**src/hdl/spct_pkg.sv**
```systemverilog
// Shared types and widths for the shape pair collision test.
// Used by spct_sq, shape_pair_collision_test and the testbench; no dependencies.
`timescale 1ns / 1ps
`default_nettype none

package spct_pkg;

  // Field widths of the input item
  localparam int POS_W  = 24;  // signed Q16.8 position
  localparam int SIZE_W = 23;  // unsigned Q15.8 size

  // Internal widths
  localparam int ABS_W  = 25;  // |dx|, below 2^24
  localparam int SUM_W  = 24;  // sum of two sizes
  localparam int DIFF_W = 27;  // signed 2|dx| - w
  localparam int SQ_W   = 50;  // square of an ABS_W operand
  localparam int ACC_W  = 51;  // sum of two squares

  // Pair kind
  typedef enum logic [1:0] {
    MODE_RR,  // rectangle / rectangle
    MODE_RC,  // rectangle / circle, either order
    MODE_CC   // circle / circle
  } mode_t;

  // Per-item decision flags carried alongside the squares
  typedef struct packed {
    mode_t mode;
    logic  rr_hit;    // rectangle pair overlaps
    logic  rc_miss;   // mixed pair: a doubled gap exceeds the doubled radius
    logic  rc_early;  // mixed pair: circle center inside one slab
  } ctl_t;

  // Multiplier operands, each squared
  typedef struct packed {
    logic [ABS_W-1:0] a;
    logic [ABS_W-1:0] b;
    logic [ABS_W-1:0] c;
  } sq_ops_t;

endpackage

`default_nettype wire

```
**src/hdl/spct_sq.sv**
```systemverilog
// Squaring stage of the shape pair collision test: three registered squares.
// Depends on spct_pkg.
`timescale 1ns / 1ps
`default_nettype none

module spct_sq (
  input  wire logic                   clk,
  input  wire logic                   rst_n,
  input  wire logic                   en,
  input  wire logic                   valid_i,
  input  wire spct_pkg::sq_ops_t      ops_i,
  input  wire spct_pkg::ctl_t         ctl_i,
  output logic                        valid_o,
  output logic [spct_pkg::SQ_W-1:0]   sq_a_o,
  output logic [spct_pkg::SQ_W-1:0]   sq_b_o,
  output logic [spct_pkg::SQ_W-1:0]   sq_c_o,
  output spct_pkg::ctl_t              ctl_o
);

  localparam int PAD_W = spct_pkg::SQ_W - spct_pkg::ABS_W;

  logic                      valid_r;
  logic [spct_pkg::SQ_W-1:0] sq_a_r, sq_b_r, sq_c_r;
  logic [spct_pkg::SQ_W-1:0] sq_a_nxt, sq_b_nxt, sq_c_nxt;
  spct_pkg::ctl_t            ctl_r;

  // One 25x25 multiply per operand; upper operand bits are zero
  always_comb begin
    sq_a_nxt = {{PAD_W{1'b0}}, ops_i.a} * {{PAD_W{1'b0}}, ops_i.a};
    sq_b_nxt = {{PAD_W{1'b0}}, ops_i.b} * {{PAD_W{1'b0}}, ops_i.b};
    sq_c_nxt = {{PAD_W{1'b0}}, ops_i.c} * {{PAD_W{1'b0}}, ops_i.c};
  end

  // Valid bit
  always_ff @(posedge clk) begin
    if (!rst_n) begin
      valid_r <= 1'b0;
    end else if (en) begin
      valid_r <= valid_i;
    end
  end

  // Payload
  always_ff @(posedge clk) begin
    if (en) begin
      sq_a_r <= sq_a_nxt;
      sq_b_r <= sq_b_nxt;
      sq_c_r <= sq_c_nxt;
      ctl_r  <= ctl_i;
    end
  end

  assign valid_o = valid_r;
  assign sq_a_o  = sq_a_r;
  assign sq_b_o  = sq_b_r;
  assign sq_c_o  = sq_c_r;
  assign ctl_o   = ctl_r;

endmodule

`default_nettype wire

```
**config.mk**
```make
export PLATFORM = sky130hd
export DESIGN_NAME = spct_sq
export DESIGN_NICKNAME = d
export VERILOG_FILES = /design/src/hdl/spct_pkg.sv /design/src/hdl/spct_sq.sv
export SDC_FILE = /design/constraint.sdc
export NUM_CORES = 2
export LEC_CHECK = 0
export ABC_AREA = 1
export BUFFER_PORTS_ARGS = -buffer_cell sky130_fd_sc_hd__buf_4
export CAP_MARGIN = 30
export CELL_PAD_IN_SITES_DETAIL_PLACEMENT = 0
export CELL_PAD_IN_SITES_GLOBAL_PLACEMENT = 1
export CORE_UTILIZATION = 28
export DETAILED_ROUTE_END_ITERATION = 8
export PLACE_DENSITY_LB_ADDON = 0.05
export SETUP_SLACK_MARGIN = 0.15
export SLEW_MARGIN = 20
export SYNTH_ARGS = -nofsm -noshare
export SYNTH_HDL_FRONTEND = slang
export SYNTH_SLANG_ARGS = --single-unit
```
**constraint.sdc**
```tcl
create_clock -name clk -period 7.45 [get_ports clk]
set_input_delay 0.3725 -clock clk [delete_from_list [all_inputs] [get_ports clk]]
set_output_delay 0.3725 -clock clk [all_outputs]
set_load 0.01 [all_outputs]
```
==> results.md <==
* CTS root buf: clkbuf_16
* Area growth, synth to finish at 8.92%
* Core area at 225000 um^2
* Synth unique cells at 33
* Final Hold Viols at 0
* Cells after Synth at between 8000 and 9000
* Synth top area share at ~44%
* Routed vias at around 46000
* Largest area contributor in the netlist: fa_1
* TritonCTS clock tree: done
* Clock latency on the worst-skew pair at between 0.5 and 0.6 ns
* RePlAce Congestion at 0.837
* IO Pins at 240
* CTS resizes at 0
* Clock Skew at 0 ns
* Startpoint Class: primary input
* Most frequent cells in the layout: inv_1 (2942), nand2_1 (2064), fa_1 (1398)
* Setup TNS at 0 ns
* Worst Setup Path Type: in -> reg
* Top post-synthesis cells by area: fa_1 (44%), inv_1 (17%), nand2_1 (12%)
* CP Capture Type: flop
* CTS H-Tree Depth at 4
* Seq/Total Area, Yosys at between 7 and 8%
* Met1 GRT Util at between 20% and 30%
* Met3 usage in global routing at under 10%
* Routed len/inst at roughly 18 um
* Final worst-path cycle share at a little under nine tenths
* Die Height at roughly 480 um
* Status: finished with violations
* R2r setup slk at 6.79 ns
* Clock Tree Buf Depth at 2
* Hold endpoint: valid_o$_SDFFE_PN0P_
* PortBufs at 236
* Final max-slew violation count at 0
* First-pass GRT wire length at approximately 320000 um
* R2R Path Start: valid_o$_SDFFE_PN0P_
* Hold Path Stages at 3
* #FFs+latches synth at between 150 and 200
* Cts bufs inserted at 17
* Failing checks: DRC
* # setup viols final at 0
* Vias in the first global route at roughly 52000
* Max-cap check violation count at 0
* Final WL at around 200000 um
* Total die area at 229000 um^2
* Fmax at 0.158 GHz
* Via/cell ratio at around 4
* YS warnings at 0
* Pre-antenna DRT Iters at 9
* Hold Crit Start: valid_i
* Arrival @ worst endpoint at ~6.6 ns
* Nets@finish at 10216
* Clock slew at reported path FFs at roughly 0.090 ns
* Hold WC Path Type: in -> reg
* Mapped Avg Cell Area at about 7.9 um^2
* Initial Utilization at ~28%
* Drt first-iter violations at between 2000 and 2500
* Share of cells above drive strength 1 at under 10%
* Remaining routing DRC violations at 8
* Minimum clock period at between 6 and 7 ns
* Critical Path RT at slightly below 8 ns
* Slew margin rel. at around 48%
* RSZ-0062 raised after global routing: false
* Largest net degree at the start of global routing at 96
* Initial antenna violation count at 3
* Worst setup path start: ops_i[40]
* Post-route ant nets at 0
* CP max FO at 21
* Post-DP HPWL at 175000 um
* Die width at 478 um
* Worst R2R Path Depth at 2
* GR Overflow Total at 0
* Clock sink total at roughly 150
* Actual slew at the worst max-slew pin at approximately 0.77 ns
* Commonest non-fill, non-tap cell in the layout: inv_1
* Met2 GRT Util at approximately a third
* RR Endpoint: valid_o$_SDFFE_PN0P_
* # rows at around 170
* Global routing's busiest layer: met2
* Gr usage total at 18.8%
* Area of the mapped netlist at ~64000 um^2
worst max-delay path, cell delays in order:
cell and delay [ns]:
buf_4 0.32, nand2_1 0.19, fa_1 0.57, inv_1 0.06
fa_1 0.53, inv_1 0.05, fa_1 0.53, inv_1 0.05
fa_1 0.55, inv_1 0.07, fa_1 0.52, inv_1 0.05
fa_1 0.48, inv_1 0.05, fa_1 0.51, inv_1 0.06
ha_1 0.42, nand2_1 0.14, nor2_1 0.25, nand2_1 0.11
inv_1 0.11, nand2_1 0.08, a21oi_1 0.25, nor2_1 0.07
nand2_1 0.06, nand2_1 0.13
cell type report:
type,instances,area (um^2)
diodes,2,5.00
repair buffers,277,2110
well taps,2992,3740
clock inverters,15,175
inverters,2963,11100
clock buffers,17,425
fillers,24717,156000
multi-input cells,4764,47000
flip-flops and latches,153,4580
synthesized netlist by cell type:
cell and number:
a21o_1 4, a21oi_1 92, a21oi_2 2, a21oi_4 1
a31oi_1 6, and2_1 1, buf_4 3, clkbuf_1 208
conb_1 1, dfxtp_1 1, edfxtp_1 152, fa_1 1398
ha_1 558, inv_1 2942, inv_2 21, nand2_1 2064
nand2_2 20, nand3_1 115, nand3_2 22, nand3b_1 5
nand3b_2 1, nand4_1 21, nor2_1 220, nor2_2 56
nor2_4 9, nor3_1 11, nor3_2 6, nor4_1 6
o21ai_0 6, o21bai_1 17, or2_2 5, xnor2_1 29
xor2_1 86
metal layers:
metal / share of wire (%) / routed length, um / vias up
met5: 0 / 0 / -
met2: 48 / 98800 / 525
met3: 2.1 / 4370 / 76
li1: - / - / 22445
met1: 49 / 99600 / 22809
met4: 1.0 / 2060 / 0
worst max path at each step:
| stage | end | slack, ns | cells past startpoint |
|---|---|---|---|
| after CTS | sq_b_o[23]$_DFFE_PP_ | 1.11 | 24 |
| after detailed placement | sq_b_o[23]$_DFFE_PP_ | 0.53 | 24 |
| after floorplan | sq_c_o[32]$_DFFE_PP_ | 1.26 | 27 |
| final | sq_b_o[32]$_DFFE_PP_ | 1.11 | 26 |
| after global routing | sq_b_o[24]$_DFFE_PP_ | 0.75 | 25 |
| after global placement | sq_b_o[23]$_DFFE_PP_ | 0.47 | 24 |
sequential cells by signal, indices dropped and copies added, names as in the netlist:
name,count
valid_o,1
ctl_o,5
sq_c_o,49
sq_a_o,49
sq_b_o,49
timing repair:
| item | CTS | global route |
|---|---|---|
| buffers inserted | 0 | 0 |
| endpoints found under the hold margin | 5 | 0 |
| hold buffers | 5 | 0 |
through the flow:
step	util [%]	setup slack, ns	hold WS (ns)	cell area [um^2]	cells
finish	30.7	1.11	0.0543	69200	11183
global route	30.7	0.752	0.0431	69200	11182
CTS	30.7	1.11	0.00633	69200	11181
detailed placement	30.4	0.528	0.535	68500	11144
global placement	30.4	0.473	0.525	68500	11144
floorplan	-	1.26	0.466	63500	8091
kinds of logic after synthesis:
kind of cell             share of synthesized area (%)
adder cells (fa/ha/maj)                           55.0
XOR/XNOR                                          1.59
other                                          0.00590
buffers and inverters                             18.8
AND/OR/NAND/NOR                                   16.2
AO/OA/AOI/OAI                                     1.13
flip-flops                                        7.22
Power is not shown: default switching activity piles up to over one toggle a cycle in this logic, so the estimate is an artifact.
